### src/rtl/core/afv_pkg.sv
`timescale 1ns / 1ps
`default_nettype none

package afv_pkg;

    localparam int unsigned WORD_W      = 16;
    localparam int unsigned ANGLE_W     = 15;
    localparam int unsigned CRC_W       = 8;
    localparam int unsigned RUN_W       = 8;
    localparam int unsigned TICK_W      = 8;
    localparam int unsigned CFG_IDX_W   = 2;
    localparam int unsigned CFG_DATA_W  = 16;
    localparam int unsigned IN_TDATA_W  = 72;
    localparam int unsigned OUT_TDATA_W = 56;

    localparam logic [WORD_W-1:0]  CMD_WORD     = 16'h8003;
    localparam logic [CRC_W-1:0]   CRC_INIT     = 8'hFF;
    localparam logic [WORD_W-1:0]  WORD_ZERO    = 16'h0000;
    localparam logic [WORD_W-1:0]  WORD_ONES    = 16'hFFFF;
    localparam logic [WORD_W-1:0]  SAFE_NORST   = 16'h8000;
    localparam logic [WORD_W-1:0]  SAFE_OKS     = 16'h7000;
    localparam logic [RUN_W-1:0]   RUN_MAX      = 8'hFF;

    localparam logic [CRC_W-1:0]   POLY_RESET   = 8'h1D;
    localparam logic [WORD_W-1:0]  MASK_RESET   = 16'h0000;
    localparam logic [RUN_W-1:0]   THRESH_RESET = 8'h08;

    typedef enum logic [CFG_IDX_W-1:0] {
        CFG_CRC_POLY    = 2'd0,
        CFG_FAULT_MASK  = 2'd1,
        CFG_PERSIST_THR = 2'd2
    } cfg_index_t;

    typedef enum logic [2:0] {
        OC_GOOD   = 3'd0,
        OC_NORESP = 3'd1,
        OC_CRC    = 3'd2,
        OC_RESET  = 3'd3,
        OC_STATUS = 3'd4
    } outcome_t;

    typedef enum logic [1:0] {
        HK_NONE      = 2'd0,
        HK_SYNC      = 2'd1,
        HK_MAGNITUDE = 2'd2,
        HK_RELOCK    = 2'd3
    } hk_action_t;

endpackage

`default_nettype wire

### src/rtl/core/afv_crc.sv
`timescale 1ns / 1ps
`default_nettype none

module afv_crc (
    input  wire logic [afv_pkg::CRC_W-1:0]  poly,
    input  wire logic [afv_pkg::WORD_W-1:0] status_word,
    input  wire logic [afv_pkg::WORD_W-1:0] aux_status_word,
    input  wire logic [afv_pkg::WORD_W-1:0] angle_word,
    output logic      [afv_pkg::CRC_W-1:0]  crc
);
    import afv_pkg::*;

    localparam int unsigned NBYTES = 8;

    logic [NBYTES*CRC_W-1:0] stream;
    logic [CRC_W-1:0]        acc;

    assign stream = {CMD_WORD, status_word, aux_status_word, angle_word};

    always_comb
    begin
        acc = CRC_INIT;
        for (int b = NBYTES - 1; b >= 0; b--)
        begin
            acc = acc ^ stream[b*CRC_W +: CRC_W];
            for (int i = 0; i < CRC_W; i++)
            begin
                if (acc[CRC_W-1])
                begin
                    acc = {acc[CRC_W-2:0], 1'b0} ^ poly;
                end
                else
                begin
                    acc = {acc[CRC_W-2:0], 1'b0};
                end
            end
        end
        crc = ~acc;
    end

endmodule

`default_nettype wire

### src/rtl/core/angle_frame_validator.sv
//  channel  dir  bits  fields, lowest bit up
//  s_axis   in   72    status_word[15:0] aux_status_word[31:16] angle_word[47:32]
//                      safety_word[63:48] config_failed[64]
//  m_axis   out  56    outcome angle_raw angle_updated stale degraded no_valid_angle
//                      fail_run sequence_res housekeeping_action relock_now
//  cfg      in   16    write enable, 2-bit register index, write data
//
//  One frame per cycle sustained while m_axis_tready is high; a request passes the input
//  register, then the CRC and classification logic into the result register.
//  Reset clears control state and the frame state; the angle starts as not valid.
//  A stalled result holds in the result register while the input register takes the
//  next request; the input side stalls only when both registers are full.
`timescale 1ns / 1ps
`default_nettype none

module angle_frame_validator (
    input  wire logic                               clk,
    input  wire logic                               rst_n,
    input  wire logic                               s_axis_tvalid,
    output logic                                    s_axis_tready,
    // status_word, aux_status_word, angle_word, safety_word, config_failed, zero pad
    input  wire logic [afv_pkg::IN_TDATA_W-1:0]     s_axis_tdata,
    output logic                                    m_axis_tvalid,
    input  wire logic                               m_axis_tready,
    // outcome, angle_raw, angle_updated, stale, degraded, no_valid_angle,
    // fail_run, sequence_res, housekeeping_action, relock_now, zero pad
    output logic      [afv_pkg::OUT_TDATA_W-1:0]    m_axis_tdata,
    input  wire logic                               cfg_we,
    input  wire logic [afv_pkg::CFG_IDX_W-1:0]      cfg_index,
    input  wire logic [afv_pkg::CFG_DATA_W-1:0]     cfg_data
);
    import afv_pkg::*;

    logic [CRC_W-1:0]   poly_reg;
    logic [WORD_W-1:0]  mask_reg;
    logic [RUN_W-1:0]   thresh_reg;

    logic               in_valid_reg;
    logic [WORD_W-1:0]  st_reg, ax_reg, an_reg, sf_reg;
    logic               cfg_fail_reg;

    logic [ANGLE_W-1:0] angle_reg, angle_next;
    logic [RUN_W-1:0]   run_reg, run_next;
    logic [WORD_W-1:0]  count_reg, count_next;
    logic [TICK_W-1:0]  tick_reg, tick_next;
    logic               stale_reg, stale_next;
    logic               degr_reg, degr_next;
    logic               inval_reg, inval_next;

    logic               out_valid_reg;
    logic [OUT_TDATA_W-1:0] out_data_reg, out_data_next;

    logic               advance;
    logic [CRC_W-1:0]   crc;
    outcome_t           oc;
    hk_action_t         hk;
    logic               upd;

    assign advance       = in_valid_reg && (!out_valid_reg || m_axis_tready);
    assign s_axis_tready = !in_valid_reg || advance;
    assign m_axis_tvalid = out_valid_reg;
    assign m_axis_tdata  = out_data_reg;

    always_ff @(posedge clk or negedge rst_n)
    begin
        if (!rst_n)
        begin
            poly_reg   <= POLY_RESET;
            mask_reg   <= MASK_RESET;
            thresh_reg <= THRESH_RESET;
        end
        else if (cfg_we)
        begin
            case (cfg_index)
                CFG_CRC_POLY:    poly_reg   <= cfg_data[CRC_W-1:0];
                CFG_FAULT_MASK:  mask_reg   <= cfg_data;
                CFG_PERSIST_THR: thresh_reg <= cfg_data[RUN_W-1:0];
                default:         ;
            endcase
        end
    end

    afv_crc u_crc (
        .poly            (poly_reg),
        .status_word     (st_reg),
        .aux_status_word (ax_reg),
        .angle_word      (an_reg),
        .crc             (crc)
    );

    always_comb
    begin
        if ((st_reg == WORD_ZERO && ax_reg == WORD_ZERO &&
             an_reg == WORD_ZERO && sf_reg == WORD_ZERO) ||
            (st_reg == WORD_ONES && ax_reg == WORD_ONES &&
             an_reg == WORD_ONES && sf_reg == WORD_ONES))
        begin
            oc = OC_NORESP;
        end
        else if (sf_reg[CRC_W-1:0] != crc)
        begin
            oc = OC_CRC;
        end
        else if ((sf_reg & SAFE_NORST) == WORD_ZERO)
        begin
            oc = OC_RESET;
        end
        else if ((sf_reg & SAFE_OKS) != SAFE_OKS || (st_reg & mask_reg) != WORD_ZERO)
        begin
            oc = OC_STATUS;
        end
        else
        begin
            oc = OC_GOOD;
        end

        count_next = count_reg + 1'b1;
        tick_next  = tick_reg + 1'b1;
        angle_next = angle_reg;
        stale_next = stale_reg;
        degr_next  = degr_reg;
        inval_next = inval_reg;
        upd        = 1'b0;

        if (oc == OC_GOOD)
        begin
            run_next   = '0;
            angle_next = an_reg[ANGLE_W-1:0];
            upd        = 1'b1;
            stale_next = 1'b0;
            degr_next  = 1'b0;
            inval_next = 1'b0;
        end
        else
        begin
            run_next = (run_reg == RUN_MAX) ? run_reg : run_reg + 1'b1;
            if (oc == OC_STATUS && run_next >= thresh_reg)
            begin
                angle_next = an_reg[ANGLE_W-1:0];
                upd        = 1'b1;
                degr_next  = 1'b1;
                stale_next = 1'b0;
                inval_next = 1'b0;
            end
            else
            begin
                stale_next = 1'b1;
            end
        end

        if (tick_next[3:0] == 4'd0)
        begin
            if (cfg_fail_reg)
            begin
                hk = HK_RELOCK;
            end
            else
            begin
                hk = tick_next[4] ? HK_MAGNITUDE : HK_SYNC;
            end
        end
        else
        begin
            hk = HK_NONE;
        end

        out_data_next = {7'd0, (oc == OC_RESET), hk, count_next, run_next,
                         inval_next, degr_next, stale_next, upd, angle_next, oc};
    end

    always_ff @(posedge clk or negedge rst_n)
    begin
        if (!rst_n)
        begin
            in_valid_reg  <= 1'b0;
            out_valid_reg <= 1'b0;
            angle_reg     <= '0;
            run_reg       <= '0;
            count_reg     <= '0;
            tick_reg      <= '0;
            stale_reg     <= 1'b0;
            degr_reg      <= 1'b0;
            inval_reg     <= 1'b1;
        end
        else
        begin
            if (s_axis_tready)
            begin
                in_valid_reg <= s_axis_tvalid;
            end
            if (advance)
            begin
                out_valid_reg <= 1'b1;
                angle_reg     <= angle_next;
                run_reg       <= run_next;
                count_reg     <= count_next;
                tick_reg      <= tick_next;
                stale_reg     <= stale_next;
                degr_reg      <= degr_next;
                inval_reg     <= inval_next;
            end
            else if (m_axis_tready)
            begin
                out_valid_reg <= 1'b0;
            end
        end
    end

    // hold payload until the next request or result moves
    always_ff @(posedge clk)
    begin
        if (s_axis_tready && s_axis_tvalid)
        begin
            st_reg       <= s_axis_tdata[15:0];
            ax_reg       <= s_axis_tdata[31:16];
            an_reg       <= s_axis_tdata[47:32];
            sf_reg       <= s_axis_tdata[63:48];
            cfg_fail_reg <= s_axis_tdata[64];
        end
        if (advance)
        begin
            out_data_reg <= out_data_next;
        end
    end

endmodule

`default_nettype wire
### config.mk
export PLATFORM = sky130hd
export DESIGN_NAME = angle_frame_validator
export DESIGN_NICKNAME = d
export VERILOG_FILES = /design/src/rtl/core/afv_pkg.sv /design/src/rtl/core/afv_crc.sv /design/src/rtl/core/angle_frame_validator.sv
export SDC_FILE = /design/constraint.sdc
export NUM_CORES = 1
export LEC_CHECK = 0
export ABC_AREA = 1
export ABC_CLOCK_PERIOD_IN_PS = 45500
export BUFFER_PORTS_ARGS = -buffer_cell sky130_fd_sc_hd__buf_2
export CAP_MARGIN = 5
export CELL_PAD_IN_SITES_DETAIL_PLACEMENT = 0
export CELL_PAD_IN_SITES_GLOBAL_PLACEMENT = 1
export CORE_ASPECT_RATIO = 1.75
export CORE_MARGIN = 2
export CORE_UTILIZATION = 50
export CTS_BUF_LIST = sky130_fd_sc_hd__clkbuf_8
export DETAILED_ROUTE_END_ITERATION = 10
export GPL_TIMING_DRIVEN = 0
export MAX_ROUTING_LAYER = met4
export PLACE_DENSITY = 0.85
export SLEW_MARGIN = 20
export SYNTH_ARGS = -nofsm -noshare
export SYNTH_HDL_FRONTEND = slang
export SYNTH_SLANG_ARGS = --single-unit
### constraint.sdc
create_clock -name clk -period 45.5 [get_ports clk]
set_input_delay 4.55 -clock clk [delete_from_list [all_inputs] [get_ports clk]]
set_output_delay 4.55 -clock clk [all_outputs]
set_load 0.05 [all_outputs]
# Word level (Yosys, flattened, before mapping)
# Index checks and enable logic that the tools add are counted.
# W data, S select, Z words.
[classes]
shift = 0
bitwise = 72
eq_ne = 11
n_mux = 80
order_cmp = 1
n_div = 0
reduce_logical = 28
mul = 0
add_sub_neg = 3
[ops]
columns = ["operator", "count"]
rows = [
  ["$xor A8 B8 Y8", 68],
  ["$mux W8", 64],
  ["$logic_not A16 Y1", 5],
  ["$eq A16 B16 Y1 const B", 4],
  ["$mux W15", 2],
  ["$add A16 B1 Y16 const B", 1],
  ["$add A8 B1 Y8 const B", 2],
  ["$and A16 B16 Y16", 1],
  ["$reduce_bool A16 Y1", 1],
  ["$mux W3", 4],
  ["$logic_and A1 B1 Y1", 9],
  ["$eq A8 B8 Y1 const B", 1],
  ["$ge A8 B8 Y1", 1],
  ["$mux W1", 8],
  ["$ne A8 B8 Y1", 1],
  ["$not A8 Y8", 1],
  ["$not A6 Y6", 1],
  ["$reduce_and A2 Y1", 3],
  ["$logic_not A4 Y1", 1],
  ["$logic_or A1 B1 Y1", 4],
  ["$mux W2", 2],
  ["$eq A3 B2 Y1 const B", 1],
  ["$eq A3 B3 Y1 const B", 1],
  ["$logic_not A3 Y1", 1],
  ["other kinds (7)", 8],
]
[word_totals]
memories = 0
regBits = 197
ram_bits = 0
mem_bits_ro = 0
wordCells = 214
inputBits = 95
latch_bits = 0

# Logic depth before layout (Yosys ltp)
[logic_depth]
word_depth = 140
depth_mapped = 211

# Hierarchy
# From an unflattened synthesis, not the netlist that was laid out.
[unflattened]
cells_unflattened = 2889
hier_area_um2 = 19377.3
[modules_own_cells]
columns = ["module", "seq_area_each_um2", "cells_each", "n_inst", "area_per_inst_um2"]
rows = [
  ["afv_crc", 0.0, 2081, 1, 11001.8],
  ["angle_frame_validator", 5432.7, 808, 1, 8375.5],
]

# Worst setup path before layout
# No wires, ideal clock.
[synth_path]
kind = "register to register"
start = "register poly_reg[3]"
end = "register out_data_reg[10], in the netlist m_axis_tdata[10] (data pin)"
path_stages_with_launch = 187
setup_time_ps = 252
t_required_ps = 45248
n_path_buf = 13
synth_period_minus_slack_ps = 16264
path_slack_ps = 29236
arrival_time_ps = 16012
cell_sequence = "dfstp_2 -> buf_6 -> inv_4 -> nor2_1 -> inv_1 -> nand3_1 -> nand2_2 -> clkinv_1 -> nand2_2 -> nand3_1 -> nand3_2 -> nand2_2 -> inv_2 -> nand2_2 -> nand2_2 -> inv_1 -> nand2_2 -> nand2_4 -> [... 151 more ...] -> nand3_2 -> nand2_2 -> nor2_2 -> nand2_2 -> nand2_4 -> buf_12 -> inv_2 -> o21ai_1 -> nand2_1 -> nor2_2 -> nand2_1 -> nor2_2 -> nand4_2 -> nand2_4 -> inv_6 -> buf_8 -> nand2_1 -> nand2_1"
[synth_via]
elab_chain_cells = 132
[synth_rtl]
columns = ["element", "line_no", "rtl"]
rows = [
  ["from (decl)", "angle_frame_validator.sv:34", "logic [CRC_W-1:0] poly_reg;"],
  ["from (signal assigned)", "angle_frame_validator.sv:75", "CFG_CRC_POLY: poly_reg <= cfg_data[CRC_W-1:0];"],
  ["$not A6 Y6 (no source line)", "-", ""],
  ["$xor A8 B8 Y8", "afv_crc.sv:30", "acc = {acc[CRC_W-2:0], 1'b0} ^ poly;"],
  ["$mux W8", "afv_crc.sv:28", "if (acc[CRC_W-1])"],
  ["$xor A8 B8 Y8", "afv_crc.sv:30", ""],
  ["$mux W8", "afv_crc.sv:28", ""],
  ["$xor A8 B8 Y8", "afv_crc.sv:30", ""],
  ["$mux W8", "afv_crc.sv:28", ""],
  ["$xor A8 B8 Y8", "afv_crc.sv:30", ""],
  ["[... 117 more ...]", "-", ""],
  ["$ne A8 B8 Y1 *", "angle_frame_validator.sv:100", "else if (sf_reg[CRC_W-1:0] != crc)"],
  ["$mux W3 *", "angle_frame_validator.sv:100", ""],
  ["$mux W3 *", "angle_frame_validator.sv:93", "if ((st_reg == WORD_ZERO && ax_reg == WORD_ZERO &&"],
  ["$eq A3 B3 Y1", "angle_frame_validator.sv:137", "if (oc == OC_STATUS && run_next >= thresh_reg)"],
  ["$logic_and A1 B1 Y1", "angle_frame_validator.sv:137", ""],
  ["$mux W15", "angle_frame_validator.sv:137", ""],
  ["$mux W15 *", "angle_frame_validator.sv:125", "if (oc == OC_GOOD)"],
  ["named net angle_next[7]", "angle_frame_validator.sv:42", "logic [ANGLE_W-1:0] angle_reg, angle_next;"],
  ["to (signal assigned)", "angle_frame_validator.sv:222", "out_data_reg <= out_data_next;"],
  ["to (decl)", "angle_frame_validator.sv:51", "logic [OUT_TDATA_W-1:0] out_data_reg, out_data_next;"],
]
# Mark *: on every way through the listed nets, which the timed path passes. The rest lies on a longest branch.
# A chain may end at the register's enable or synchronous reset.

# Worst setup path in the final report
[layout_path]
start = "register poly_reg[0]"
end = "register out_data_reg[10], in the netlist m_axis_tdata[10] (data pin)"
[layout_via]
elab_chain_cells = 131
[layout_rtl]
columns = ["element", "line_no"]
rows = [
  ["$xor A8 B8 Y8", "afv_crc.sv:30"],
  ["$mux W8", "afv_crc.sv:28"],
  ["$xor A8 B8 Y8", "afv_crc.sv:30"],
  ["$mux W8", "afv_crc.sv:28"],
  ["$xor A8 B8 Y8", "afv_crc.sv:30"],
  ["$mux W8", "afv_crc.sv:28"],
  ["$xor A8 B8 Y8", "afv_crc.sv:30"],
  ["$mux W8", "afv_crc.sv:28"],
  ["[... 116 more ...]", "-"],
  ["$ne A8 B8 Y1 *", "angle_frame_validator.sv:100"],
  ["$mux W3 *", "angle_frame_validator.sv:100"],
  ["$mux W3 *", "angle_frame_validator.sv:93"],
  ["$eq A3 B3 Y1", "angle_frame_validator.sv:137"],
  ["$logic_and A1 B1 Y1", "angle_frame_validator.sv:137"],
  ["$mux W15", "angle_frame_validator.sv:137"],
  ["$mux W15 *", "angle_frame_validator.sv:125"],
  ["named net angle_next[7]", "angle_frame_validator.sv:42"],
]
# Marked as above.

==> results.py <==
metrics = {
    "yosys": {
        "synthCells": 2900,
        "ys_top_cells_by_area": "edfxtp_1 17%, nand2_1 16%, dfrtp_1 8.9%",
        "ys_ff_latch": 194,
        "synthAdderAreaFrac": 0.00724,
        "synthDistinctLibCells": 62,
        "synth_top_cell_by_area": "edfxtp_1",
        "ys_seq_area_frac": 0.262,
        "synth_top_family_by_area": "simple AND/OR/NAND/NOR gates",
        "synth_edf_count": 114,
        "syn_avg_cell_area_um2": 7.15,
        "yosysWarnings": 0,
        "synth.cell_area_um2": 20700,
        "synth-simple-area-share": 0.476,
        "synth-compound-area-share": 0.0303,
        "netlist.area_leader.share": 0.165,
        "synth_mux_area_frac": 0.00434,
        "synth_xor_area_frac": 0.0929,
        "synthFlopType": "edfxtp_1",
        "synthArstFlopShare": 0.412,
    },
    "worst_setup_path": {
        "crit_arrival_ns": 19.52,
        "cp_slowest_stage_delay_ns": 0.53,
        "critPathTopFamily": "simple AND/OR/NAND/NOR gates",
        "start_kind": "flip-flop",
        "crit_buf_inv": 28,
        "critPathRequiredTime_ns": 45.78,
        "crit_path_max_fanout": 10,
        "end_kind": "flip-flop",
        "critPathMostFrequentCell": "nand2_2",
        "crit_type": "reg2reg",
        "slowest_stage": "dfstp_2",
    },
    "sta": {
        "fmax_mhz": 52.0,
        "slew_headroom": 0.456,
        "min_period_over_period": 0.423,
        "tightest_slew_ns": 0.816,
        "worst_hold_slack_ns": 0.476,
        "final-setup-viol-count": 0,
        "setup_tns_ns": 0,
        "fin_crit_ns": 19.24,
        "rsz0062_at_grt": "false",
        "final-hold-violation-count": 0,
        "finClkSkew_ns": 0.0399,
        "final_max_slew_viol_count": 0,
    },
    "place": {
        "dpl.hpwl_um": 45800,
        "gp_congestion": 0.886,
        "io_buffers": 138,
    },
    "clocking": {
        "cts.sinks": 194,
        "ctsHoldBuffers": 0,
        "clk_pin_slew_ns": 0.14,
        "htreeDepth": 4,
        "ctsRootBufferMaster": "clkbuf_8",
        "clock_latency_ns": 0.54,
        "cts-resized-gates": 0,
        "cts_buffers": 17,
        "cts_setup_buffers": 0,
        "cts_tree": "yes",
        "cts_buffer_depth": 2,
    },
    "floorplanning": {
        "start_util": 0.507,
        "die_h_um": 273,
        "core_um2": 41000,
        "dieWidth_um": 158,
        "die_area_um2": 43200,
        "row_count": 98,
        "ios": 153,
    },
    "layout": {
        "final_common_cell": "nand2_1",
        "syn2layout_area_growth_pct": 9.35,
        "final_cell_mix": "882 x nand2_1, 313 x nand3_1, 280 x inv_1",
        "drive_gt1_frac": 0.267,
        "nets": 3172,
        "largest_register_ff_count": 49,
        "num-fill-cells": 4017,
    },
    "routing": {
        "routedWlPerCell_um": 16.0,
        "dr.pass1.iters": 5,
        "via_per_inst": 5.15,
        "drtIter0Drc": 969,
        "drc": 0,
        "via_count": 18700,
        "wl_um": 58100,
        "ant_nets": 0,
    },
    "global_routing": {
        "track_usage": 0.279,
        "grt_pass1_wl_um": 92500,
        "grt_pass1_vias": 18100,
        "grt_max_degree": 59,
        "overflow": 0,
        "grt_antenna_before_repair": 1,
    },
    "run": {
        "drv_cap": 0,
    },
    "hold_path": {
        "hp-class": "reg2reg",
    },
    "status": {
        "status": "complete, no violations",
    },
}
[routing by layer]
layer / global-route usage / vias to the layer above / share of wire
li1: - / 9417 / -
met1: 0.287 / 8725 / 0.37
met2: 0.527 / 386 / 0.54
met3: 0.0283 / 144 / 0.035
met4: 0.122 / 0 / 0.048
met5: - / - / 0
[cells by family (layout without fill, tap and decap cells)]
family | after synthesis | after routing
AO/OA/AOI/OAI | 111 | 111
flip-flops | 194 | 194
XOR/XNOR | 209 | 209
AND/OR/NAND/NOR | 1899 | 1899
multiplexers | 8 | 8
other | 1 | 8
buffers and inverters | 466 | 638
adder cells (fa/ha/maj) | 12 | 12
[cell type report]
type / instances / area (µm²) / share of cell area
inverter: 337 / 1290 / 0.0569
timing repair buffer: 140 / 748 / 0.0330
clock buffer: 17 / 234 / 0.0103
clock inverter: 15 / 235 / 0.0104
sequential: 194 / 5430 / 0.240
antenna: 1 / 2.50 / 0.000110
multi-input combinational: 2246 / 12700 / 0.560
buffer: 129 / 1360 / 0.0599
tap: 550 / 688 / 0.0303
[metrics by stage]
stage | std cells | cell area, µm² | util | setup WS [ns]
after floorplan | 2906 | 20800 | - | 29.24
after global placement | 3594 | 22100 | 0.541 | 26.59
after detailed placement | 3596 | 22200 | 0.542 | 26.26
after CTS | 3628 | 22700 | 0.554 | 26.19
after global routing | 3629 | 22700 | 0.554 | 24.20
final | 3629 | 22700 | 0.554 | 26.26
[worst register-to-register path: cells and delay by family (launching register included)]
kind | cells | cell delay [ns]
AO/OA/AOI/OAI | 1 | 0.10
XOR/XNOR | 2 | 0.67
buffers and inverters | 28 | 3.02
flip-flops | 1 | 0.53
AND/OR/NAND/NOR | 150 | 14.73
[final timing paths]
path                             start               end  slack [ns]  cells past startpoint
max in group asynchronous        rst_n       poly_reg[2]       40.90                      2
min                          inval_reg         inval_reg        0.48                      2
min reg2reg                  inval_reg         inval_reg        0.48                      2
min in group asynchronous        rst_n     angle_reg[10]        3.91                      1
max                        poly_reg[0]  m_axis_tdata[10]       26.26                    181
max reg2reg                poly_reg[0]  m_axis_tdata[10]       26.26                    181
[cell usage after synthesis (3+ instances only)]
library cell and instances:
buf_6 22, inv_4 4, o21ai_0 53, nand2_2 226
dfstp_2 6, o21ai_2 5, inv_2 46, a21oi_1 16
nor2_1 153, mux2_2 8, nand3_1 313, nand2_4 78
nand4_2 3, o21ai_1 21, clkbuf_1 22, edfxtp_1 114
nor2_4 19, dfrtp_1 74, buf_8 15, buf_4 8
nand4_1 32, nand3_2 74, nor2_2 51, xnor2_1 107
ha_1 12, xor2_1 93, buf_1 9, nand3_4 12
nor3_1 8, nand2_1 882, nor4_1 26, nand2_8 3
xor2_2 5, nand3b_1 12, or2_1 3, inv_1 281
buf_2 3, buf_12 3, clkbuf_8 45
Power is left out: the tool's default activity adds up to more than one toggle a clock period on the data nets, which glitch-free logic cannot reach.
